<file path="config.mk">
export PLATFORM = sky130hd
export DESIGN_NAME = t1_block_framer
export DESIGN_NICKNAME = d
export VERILOG_FILES = /design/src/hw/rtl/t1bf_pkg.sv /design/src/hw/rtl/t1bf_core.sv /design/src/hw/rtl/t1_block_framer.sv
export SDC_FILE = /design/constraint.sdc
export NUM_CORES = 1
export LEC_CHECK = 0
export BUFFER_PORTS_ARGS = -buffer_cell sky130_fd_sc_hd__buf_2
export CELL_PAD_IN_SITES_DETAIL_PLACEMENT = 1
export CELL_PAD_IN_SITES_GLOBAL_PLACEMENT = 1
export CORE_ASPECT_RATIO = 0.7
export CORE_MARGIN = 10
export CORE_UTILIZATION = 42
export CTS_BUF_LIST = sky130_fd_sc_hd__clkbuf_16
export DETAILED_ROUTE_END_ITERATION = 8
export PLACE_DENSITY = 0.75
export SYNTH_ARGS = -nofsm -noshare
export SYNTH_HDL_FRONTEND = slang
export SYNTH_SLANG_ARGS = --single-unit
</file>
<file path="constraint.sdc">
create_clock -name clk -period 3.9 [get_ports clk]
set_input_delay 1.17 -clock clk [delete_from_list [all_inputs] [get_ports clk]]
set_output_delay 1.17 -clock clk [all_outputs]
set_load 0.05 [all_outputs]
</file>
<file path="src/hw/rtl/t1bf_pkg.sv">
`timescale 1ns / 1ps
`default_nettype none
// ----------------------------------------------------------------------------
// T=1 block framer package
// Word layout, result codes and protocol constants shared by the framer.
// ----------------------------------------------------------------------------
package t1bf_pkg;

  localparam int MAX_RESULTS = 5;

  // input word kinds
  localparam logic IN_CMD  = 1'b0;
  localparam logic IN_CARD = 1'b1;

  // result word kinds
  localparam logic [1:0] KIND_CARD   = 2'd0;
  localparam logic [1:0] KIND_HOST   = 2'd1;
  localparam logic [1:0] KIND_REPORT = 2'd2;

  // completion status codes
  localparam logic [1:0] STATUS_SW    = 2'd0;
  localparam logic [1:0] STATUS_CHAIN = 2'd1;
  localparam logic [1:0] STATUS_ERR   = 2'd2;

  localparam logic [7:0] R_BLOCK_FLAG = 8'h80;
  localparam int         CHAIN_BIT    = 5;
  localparam logic [9:0] MIN_ANSWER   = 10'd6;
  localparam logic [8:0] DATA_START   = 9'd3;
  localparam logic [8:0] POS_PCB      = 9'd1;
  localparam logic [8:0] POS_LEN      = 9'd2;

  typedef struct packed {
    logic [1:0]  kind;
    logic [7:0]  data;
    logic [1:0]  status;
    logic [15:0] status_word;
  } result_t;

  typedef struct packed {
    result_t [MAX_RESULTS-1:0] res;
    logic [2:0]                count;
    logic [7:0]                response_length;
  } step_t;

endpackage
`default_nettype wire

</file>
<file path="src/hw/rtl/t1bf_core.sv">
`timescale 1ns / 1ps
`default_nettype none
// ----------------------------------------------------------------------------
// T=1 framing core
// Holds send and receive framing state and builds the result words of one
// input word in a single pass.
// ----------------------------------------------------------------------------
module t1bf_core (
  input  wire logic           clk,
  input  wire logic           rst,
  input  wire logic           accept,
  input  wire logic           kind,
  input  wire logic [7:0]     data_byte,
  input  wire logic [7:0]     apdu_length,
  input  wire logic           last_byte,
  output t1bf_pkg::step_t     step
);

  logic       sequence_bit, sequence_bit_next;
  logic [7:0] send_count, send_count_next;
  logic [7:0] send_lrc, send_lrc_next;
  logic [8:0] receive_count, receive_count_next;
  logic [7:0] received_pcb, received_pcb_next;
  logic [7:0] received_len, received_len_next;
  logic [7:0] status_high, status_high_next;
  logic [7:0] status_low, status_low_next;
  logic [7:0] gathered_length, gathered_length_next;

  logic [7:0] pcb_i, pcb_r, lrc, limit;
  logic [8:0] d;
  logic       chained, forward;

  always_comb begin
    sequence_bit_next    = sequence_bit;
    send_count_next      = send_count;
    send_lrc_next        = send_lrc;
    receive_count_next   = receive_count;
    received_pcb_next    = received_pcb;
    received_len_next    = received_len;
    status_high_next     = status_high;
    status_low_next      = status_low;
    gathered_length_next = gathered_length;
    step                 = '0;

    pcb_i   = {1'b0, sequence_bit, 6'd0};
    pcb_r   = t1bf_pkg::R_BLOCK_FLAG | {3'd0, sequence_bit, 4'd0};
    lrc     = ((send_count == 8'd0) ? (pcb_i ^ apdu_length) : send_lrc) ^ data_byte;
    received_pcb_next = (receive_count == t1bf_pkg::POS_PCB) ? data_byte : received_pcb;
    received_len_next = (receive_count == t1bf_pkg::POS_LEN) ? data_byte : received_len;
    chained = received_pcb_next[t1bf_pkg::CHAIN_BIT];
    limit   = chained ? received_len_next
            : ((received_len_next >= 8'd2) ? received_len_next - 8'd2 : 8'd0);
    d       = receive_count - t1bf_pkg::DATA_START;
    forward = !last_byte && (receive_count >= t1bf_pkg::DATA_START) && (d < {1'b0, limit});

    if (kind == t1bf_pkg::IN_CMD) begin
      received_pcb_next = received_pcb;
      received_len_next = received_len;
      send_lrc_next = lrc;
      if (send_count == 8'd0) begin
        gathered_length_next = 8'd0;
        sequence_bit_next    = ~sequence_bit;
        step.res[0].data = 8'd0;
        step.res[1].data = pcb_i;
        step.res[2].data = apdu_length;
        step.res[3].data = data_byte;
        step.res[4].data = lrc;
        step.count = last_byte ? 3'd5 : 3'd4;
      end else begin
        step.res[0].data = data_byte;
        step.res[1].data = lrc;
        step.count = last_byte ? 3'd2 : 3'd1;
      end
      if (last_byte) begin
        send_count_next = 8'd0;
      end else if (send_count != 8'hff) begin
        send_count_next = send_count + 8'd1;
      end
    end else begin
      if (forward) begin
        if (gathered_length != 8'hff) begin
          gathered_length_next = gathered_length + 8'd1;
        end
        step.res[0].kind = t1bf_pkg::KIND_HOST;
        step.res[0].data = data_byte;
        step.count = 3'd1;
      end
      if (last_byte) begin
        receive_count_next = 9'd0;
        step.res[0].kind = t1bf_pkg::KIND_REPORT;
        step.count = 3'd1;
        if (({1'b0, receive_count} + 10'd1) < t1bf_pkg::MIN_ANSWER) begin
          step.res[0].status = t1bf_pkg::STATUS_ERR;
        end else if (chained) begin
          step.res[0].status = t1bf_pkg::STATUS_CHAIN;
          step.res[2].data = pcb_r;
          step.res[4].data = pcb_r;
          step.count = 3'd5;
          sequence_bit_next = ~sequence_bit;
        end else begin
          step.res[0].status_word = {status_high, status_low};
        end
      end else begin
        status_high_next = status_low;
        status_low_next  = data_byte;
        if (receive_count != 9'h1ff) begin
          receive_count_next = receive_count + 9'd1;
        end
      end
    end
    step.response_length = gathered_length_next;
  end

  always_ff @(posedge clk) begin
    if (rst) begin
      sequence_bit    <= 1'b0;
      send_count      <= 8'd0;
      send_lrc        <= 8'd0;
      receive_count   <= 9'd0;
      received_pcb    <= 8'd0;
      received_len    <= 8'd0;
      status_high     <= 8'd0;
      status_low      <= 8'd0;
      gathered_length <= 8'd0;
    end else if (accept) begin
      sequence_bit    <= sequence_bit_next;
      send_count      <= send_count_next;
      send_lrc        <= send_lrc_next;
      receive_count   <= receive_count_next;
      received_pcb    <= received_pcb_next;
      received_len    <= received_len_next;
      status_high     <= status_high_next;
      status_low      <= status_low_next;
      gathered_length <= gathered_length_next;
    end
  end

endmodule
`default_nettype wire

</file>
<file path="src/hw/rtl/t1_block_framer.sv">
`timescale 1ns / 1ps
`default_nettype none
// ----------------------------------------------------------------------------
// T=1 block framer
// Wraps host APDU words into I-blocks and parses card blocks.
//
// Input channel (in_valid/in_ready): kind 0 is an APDU word from the host,
// kind 1 a word received from the card; last_byte closes the APDU or block.
// Output channel (out_valid/out_ready): words to the card, payload words to
// the host and completion reports; last marks the final result of an input.
// Each input word yields zero to five result words. They are built into a
// five-entry result line and shifted out one per cycle while the receiver is
// ready, the first visible the cycle after the input is taken.
// A new input is taken when no result is pending or in the cycle the final
// pending result leaves.
// A stalled receiver holds the current result and, while results are
// pending, the input channel. Reset clears all framing state and empties
// the result line.
// ----------------------------------------------------------------------------
module t1_block_framer (
  input  wire logic        clk,
  input  wire logic        rst,
  input  wire logic        in_valid,
  output logic             in_ready,
  input  wire logic        kind,
  input  wire logic [7:0]  data_byte,
  input  wire logic [7:0]  apdu_length,
  input  wire logic        last_byte,
  output logic             out_valid,
  input  wire logic        out_ready,
  output logic [1:0]       out_kind,
  output logic [7:0]       out_byte,
  output logic [1:0]       status,
  output logic [15:0]      status_word,
  output logic [7:0]       response_length,
  output logic             last
);

  t1bf_pkg::step_t step;
  t1bf_pkg::result_t [t1bf_pkg::MAX_RESULTS-1:0] line;
  logic [2:0] count;
  logic [7:0] resp_len;
  logic       accept, take;

  assign out_valid = (count != 3'd0);
  assign take      = out_valid && out_ready;
  assign in_ready  = (count == 3'd0) || ((count == 3'd1) && out_ready);
  assign accept    = in_valid && in_ready;

  t1bf_core u_core (
    .clk         (clk),
    .rst         (rst),
    .accept      (accept),
    .kind        (kind),
    .data_byte   (data_byte),
    .apdu_length (apdu_length),
    .last_byte   (last_byte),
    .step        (step)
  );

  always_ff @(posedge clk) begin
    if (rst) begin
      count <= 3'd0;
    end else if (accept) begin
      count <= step.count;
    end else if (take) begin
      count <= count - 3'd1;
    end
  end

  always_ff @(posedge clk) begin
    if (accept) begin
      line     <= step.res;
      resp_len <= step.response_length;
    end else if (take) begin
      line <= {t1bf_pkg::result_t'('0), line[t1bf_pkg::MAX_RESULTS-1:1]};
    end
  end

  assign out_kind        = line[0].kind;
  assign out_byte        = line[0].data;
  assign status          = line[0].status;
  assign status_word     = line[0].status_word;
  assign response_length = resp_len;
  assign last            = (count == 3'd1);

endmodule
`default_nettype wire

</file>
# Yosys cells after proc, flatten, opt, wreduce, memory -nomap -nowiden
# Index checks and enable logic that the tools add are counted.
[word_totals] register_bits=135 inputBits=22 out_inout_bits=39 wordCells=116
[classes] add_sub_neg=7 magnitude_cmp=4 n_eq_ne=9 muxes=50 bitwise_logic=5 n_reduce_logical=21
[op_table] cell="two-way mux 138 bit" count=2
[op_table] cell="two-way mux 8 bit" count=23
[op_table] cell="two-way mux 9 bit" count=3
[op_table] cell="two-way mux 21 bit" count=1
[op_table] cell="two-way mux 19 bit" count=1
[op_table] cell="two-way mux 18 bit" count=1
[op_table] cell="adder 8 x 1 -> 8 bit (second input constant)" count=2
[op_table] cell="two-way mux 16 bit" count=1
[op_table] cell="!= test 8 bit (second input constant)" count=2
[op_table] cell="two-way mux 3 bit" count=5
[op_table] cell="AND reduction 3 bit" count=4
[op_table] cell="adder 9 x 1 -> 10 bit (second input constant)" count=1
[op_table] cell="< comparator 10 x 3 -> 1 bit (second input constant)" count=1
[op_table] cell="adder 9 x 1 -> 9 bit (second input constant)" count=1
[op_table] cell="equality test 9 x 1 -> 1 bit (second input constant)" count=1
[op_table] cell="equality test 9 x 2 -> 1 bit (second input constant)" count=1
[op_table] cell=">= comparator 9 x 2 -> 1 bit (second input constant)" count=1
[op_table] cell="< comparator 9 x 8 -> 1 bit" count=1
[op_table] cell="!= test 9 bit (second input constant)" count=1
[op_table] cell="subtractor 9 x 2 -> 9 bit (second input constant)" count=1
[op_table] cell=">= comparator 8 x 2 -> 1 bit (second input constant)" count=1
[op_table] cell="zero test 8 bit" count=1
[op_table] cell="two-way mux 1 bit" count=8
[op_table] cell="two-way mux 2 bit" count=4
[op_table] cell="other kinds (17)" count=28

# Logic depth before layout (Yosys ltp)
[logic_depth] depth_word=11 depth_mapped=18 mapped_depth_nobuf=16

# By module
# A second synthesis with hierarchy kept.
[hier_totals] cells_unflattened=1289 area_unflattened_um2=11573.6
[modules_own_cells] module="t1_block_framer" n_inst=1 cells_per_inst=601 area_per_inst_um2=6572.6 seq_area_each_um2=4504.3
[modules_own_cells] module="t1bf_core" n_inst=1 cells_per_inst=688 area_per_inst_um2=5001.0 seq_area_each_um2=1181.1

# Worst setup path after synthesis
# No wires, ideal clock.
[synth_timing] path_type="input-to-reg" startpoint="in data_byte[1]" endpoint="reg resp_len[2], in the netlist response_length[2], data pin" setup_time_ns=0.268 arrival_ns=3.785 required_time_ns=3.632 setup_slack_ns=-0.153 path_stages=14 path_buffers=1 path_cell_list="buf_2 > mux2i_2 > nand3_1 > nor3_1 > a21oi_1 > mux2_2 > ha_1 > o21ai_0 > o21bai_1 > a21oi_1 > o211ai_1 > a211oi_1 > nand2_1 > mux2i_1"
[synth_rtl] element="start: declaration" line_no="t1_block_framer.sv:26" text="input wire logic [7:0] data_byte,"
[synth_rtl] element="end signal: assignment" line_no="t1_block_framer.sv:74" text="resp_len <= step.response_length;"
[synth_rtl] element="end: declaration" line_no="t1_block_framer.sv:42" text="logic [7:0] resp_len;"

==> summary.md <==
| Metric | Value |
|---|---|
| Hold depth | `2` |
| Iteration-0 DRC Markers | `361` |
| Slew at the pin with the worst max-slew slack | `between 0.8 and 0.9 ns` |
| Residual DRC | `0` |
| Dpl ws | `-0.322 ns` |
| Worst Hold Class | `reg2reg` |
| Gp weighted congestion | `between 0.8 and 0.9` |
| Slew HR | `around 44%` |
| Initial Util | `approximately 43%` |
| I/O pin count | `61` |
| Clk buf depth | `2` |
| Fmax | `0.254 GHz` |
| CTS Sinks | `between 100 and 150` |
| Async set or reset register ratio after synthesis | `0%` |
| ANT nets after route | `0` |
| Worst vdd ir | `between 300 and 400 uV` |
| Commonest non-fill, non-tap cells in the layout | `nand2_1 (85), nor2_1 (69), edfxtp_1 (68)` |
| Setup violators final | `1` |
| Filler cell count | `roughly 1,800` |
| Sum Neg Setup Slack | `-0.0394 ns` |
| Grt total ovfl | `0` |
| Post-synth net total | `around 780` |
| Area Overhead vs Synth | `20.0%` |
| Slowest cell delay on critical path | `slightly below 0.4 ns` |
| Width of the die | `between 150 and 200 um` |
| Hold-fix buffers, CTS | `0` |
| Dpl cell area | `between 7000 and 8000 um^2` |
| Post-route cell area | `roughly 8300 um^2` |
| Htree depth | `4` |
| Nets | `~850` |
| Netlist Area Pre-Place | `6890 um^2` |
| Drt first pass iters | `5` |
| Post-Synthesis Cells | `around 740` |
| Number of global-route vias before repair | `slightly above 6,000` |
| Post-synth EDFFs | `68` |
| Syn Area/Cell | `between 9 and 10 um^2` |
| Top FF cell, synth | `edfxtp_1` |
| DR vias | `just under 6,000` |
| ANT cells | `0` |
| Die Ht | `127 um` |
| Met3 usage | `between 4 and 5%` |
| GRT Resource Usage Total | `between 15 and 20%` |
| Final Non-Filler Cells | `about 1,000` |
| Max-cap violations | `0` |
| Area occupied by multi-input gates | `roughly 3300 um^2` |
| R2r worst-path depth | `18` |
| GR Layer Usage met1 | `around a quarter` |
| DR WL/cell | `20.0 um` |
| Status | `complete, but fails checks` |
| CTS buffer count | `17` |
| Leakage | `3.29 nW` |
| Setup CP Type | `reg2reg` |
| TritonCTS clock tree | `yes` |
| Core Region | `16,200 um^2` |
| Clock Root Buffer | `clkbuf_16` |
| Drt via density | `around 5.6` |
| Worst-path cell with the longest stage delay | `nor4_4` |
| Crit path time final | `slightly below 4 ns` |
| Met2 usage | `between 30% and 40%` |
| Pwr per Cell Area | `a little under 700 nW/um^2` |
| Worst-skew pair later-pin latency | `between 0.4 and 0.5 ns` |
| CTS clk-pin slew, worst paths | `0.06 ns` |
| Largest net degree at the start of global routing | `34` |
| Worst Setup Start Kind | `flip-flop` |
| Commonest non-fill, non-tap cell in the layout | `nand2_1` |
| Sequential Area | `3290 um^2` |
| Worst-path fanout max | `5` |
| Post-Place Cells | `around 1,000` |
| Sequential area share after synthesis | `between 40% and 50%` |
| Hold Violations, Final | `0` |
| Setup Skew | `about 0.0054 ns` |
| Yosys reg bits | `between 100 and 150` |
| Port bufs | `60` |
| Crit path required time | `around 4.1 ns` |
| Part of the cycle the worst path needs | `101%` |
| Initial antenna violation count | `0` |
| Worst path cell trace | `nor4_4 > nand3_1 > mux2i_2 > buf_4 > nand3_4 > nor3_2 > a21oi_1 > mux2_2 > ha_1 > o21ai_0 > o21bai_1 > a21oi_2 > o211ai_1 > buf_4 > a211o_4 > buf_6 > o211ai_1 > o31ai_1` |
| RSZ-0062 raised after global routing | `true` |
| Worst setup EP type | `flip-flop` |
| Dominant cell type by area after synthesis | `edfxtp_1` |
| Violated checks | `setup timing` |
| WL final | `20,900 um` |
| Final setup margin | `-0.0394 ns` |
| Largest cells by area after synthesis | `edfxtp_1 (30%), dfxtp_1 (18%), a21oi_1 (5.0%)` |
| Warning count from the yosys run | `0` |
| Site row count | `39` |
| WP data arrival | `4.10 ns` |
| Cell variety after synth | `58` |
| Layout cells sized above 1 | `23.2%` |
| Area share of the largest cell type after synthesis | `29.6%` |
| Die ar. | `~22,000 um^2` |
| Post-DP HPWL | `around 15,000 um` |
| Most used routing layer | `met2` |
| Fin. max-slew vios | `0` |
| First-pass GRT wire length | `32,900 um` |
[worst max-delay path: cells and delay by family, from the launching register on]
family	cells	cell delay, ns
adders and majority gates	1	0.29
DFF	1	0.33
AOI/OAI and AO/OA	8	1.16
muxes	2	0.52
and+or+nand+nor	4	0.91
buffers and inverters	3	0.47
[final timing paths]
path,endpoint,slack (ns),startpoint
setup / recovery,response_length[3]$_DFFE_PP_,-0.04,u_core.receive_count[4]$_SDFFE_PP0P_
hold / removal,u_core.status_high[7]$_SDFFE_PP0P_,0.46,u_core.status_high[7]$_SDFFE_PP0P_
setup reg to reg,response_length[3]$_DFFE_PP_,-0.04,u_core.receive_count[4]$_SDFFE_PP0P_
hold reg to reg,u_core.status_high[7]$_SDFFE_PP0P_,0.46,u_core.status_high[7]$_SDFFE_PP0P_
[state kept, by name, indices dropped and copies added (netlist names)]
register / count
line: 32
status_word: 16
u_core.receive_count: 9
out_byte: 8
response_length: 8
u_core.gathered_length: 8
u_core.received_len: 8
u_core.send_count: 8
u_core.send_lrc: 8
u_core.status_high: 8
u_core.status_low: 8
count: 3
out_kind: 2
status: 2
u_core.received_pcb: 1
u_core.sequence_bit: 1
[metrics by stage]
stage	hold WS (ns)	util (%)	power, mW
after CTS	0.460	50.3	5.68
after global routing	0.486	51.1	5.97
after floorplan	0.432	-	3.62
final	0.457	51.1	5.70
after global placement	0.445	46.4	3.99
after detailed placement	0.453	46.4	4.10
[area by class of cell]
class,count,share of cell area [%]
Clock buffer,17,5.14
Sequential cell,130,39.7
Clock inverter,15,1.71
Inverter,18,0.817
Tap cell,225,3.40
Multi-Input combinational cell,517,39.9
Timing Repair Buffer,121,9.35
[power by group]
| group | internal (mW) | switching [mW] | total, mW |
|---|---|---|---|
| Combinational | 0.626 | 1.45 | 2.08 |
| Sequential | 1.93 | 0.136 | 2.06 |
| Clock | 0.932 | 0.627 | 1.56 |
[what timing repair did]
action | CTS | global route
pin swaps | 2 | 18
gates resized for setup | 5 | 25
cloned | 0 | 0
endpoints found under the setup margin | 7 | 25
buffers inserted | 4 | 4
[layer usage]
layer / vias up / routed length [um]
li1: 2745 / -
met1: 2939 / 9640
met2: 110 / 10400
met3: 11 / 764
met4: 0 / 154
met5: - / 0
[synth_stat cells (all sizes together), types with 2 or more instances]
cell,count
dfxtp,62
nand4,4
a211oi,9
o211ai,3
nor3,21
a22oi,3
ha,19
a31oi,5
nor4b,2
a22o,23
clkbuf,29
inv,16
mux2i,19
buf,43
a21o,3
clkinv,2
a41o,2
o21bai,2
o21a,2
nand3,25
and3,8
mux2,5
nand2,85
nor2b,5
o211a,3
xnor2,19
nor4,5
o31ai,2
o21ai,46
or3,5
or4,2
edfxtp,68
nor2,70
nand3b,2
a31o,4
xor2,11
and2,21
a21oi,69
[cells by family after synthesis]
group                      after synthesis  synth area share (%)
AOI/OAI and AO/OA                      185                  16.8
xor gates and xnor gates                30                  3.81
adders and majority gates               20                  3.59
buffers and inverters                   90                  6.84
DFF                                    130                  47.6
muxes                                   24                  3.63
and+or+nand+nor                        258                  17.7
No activity file was read; power rests on OpenSTA's default activity.
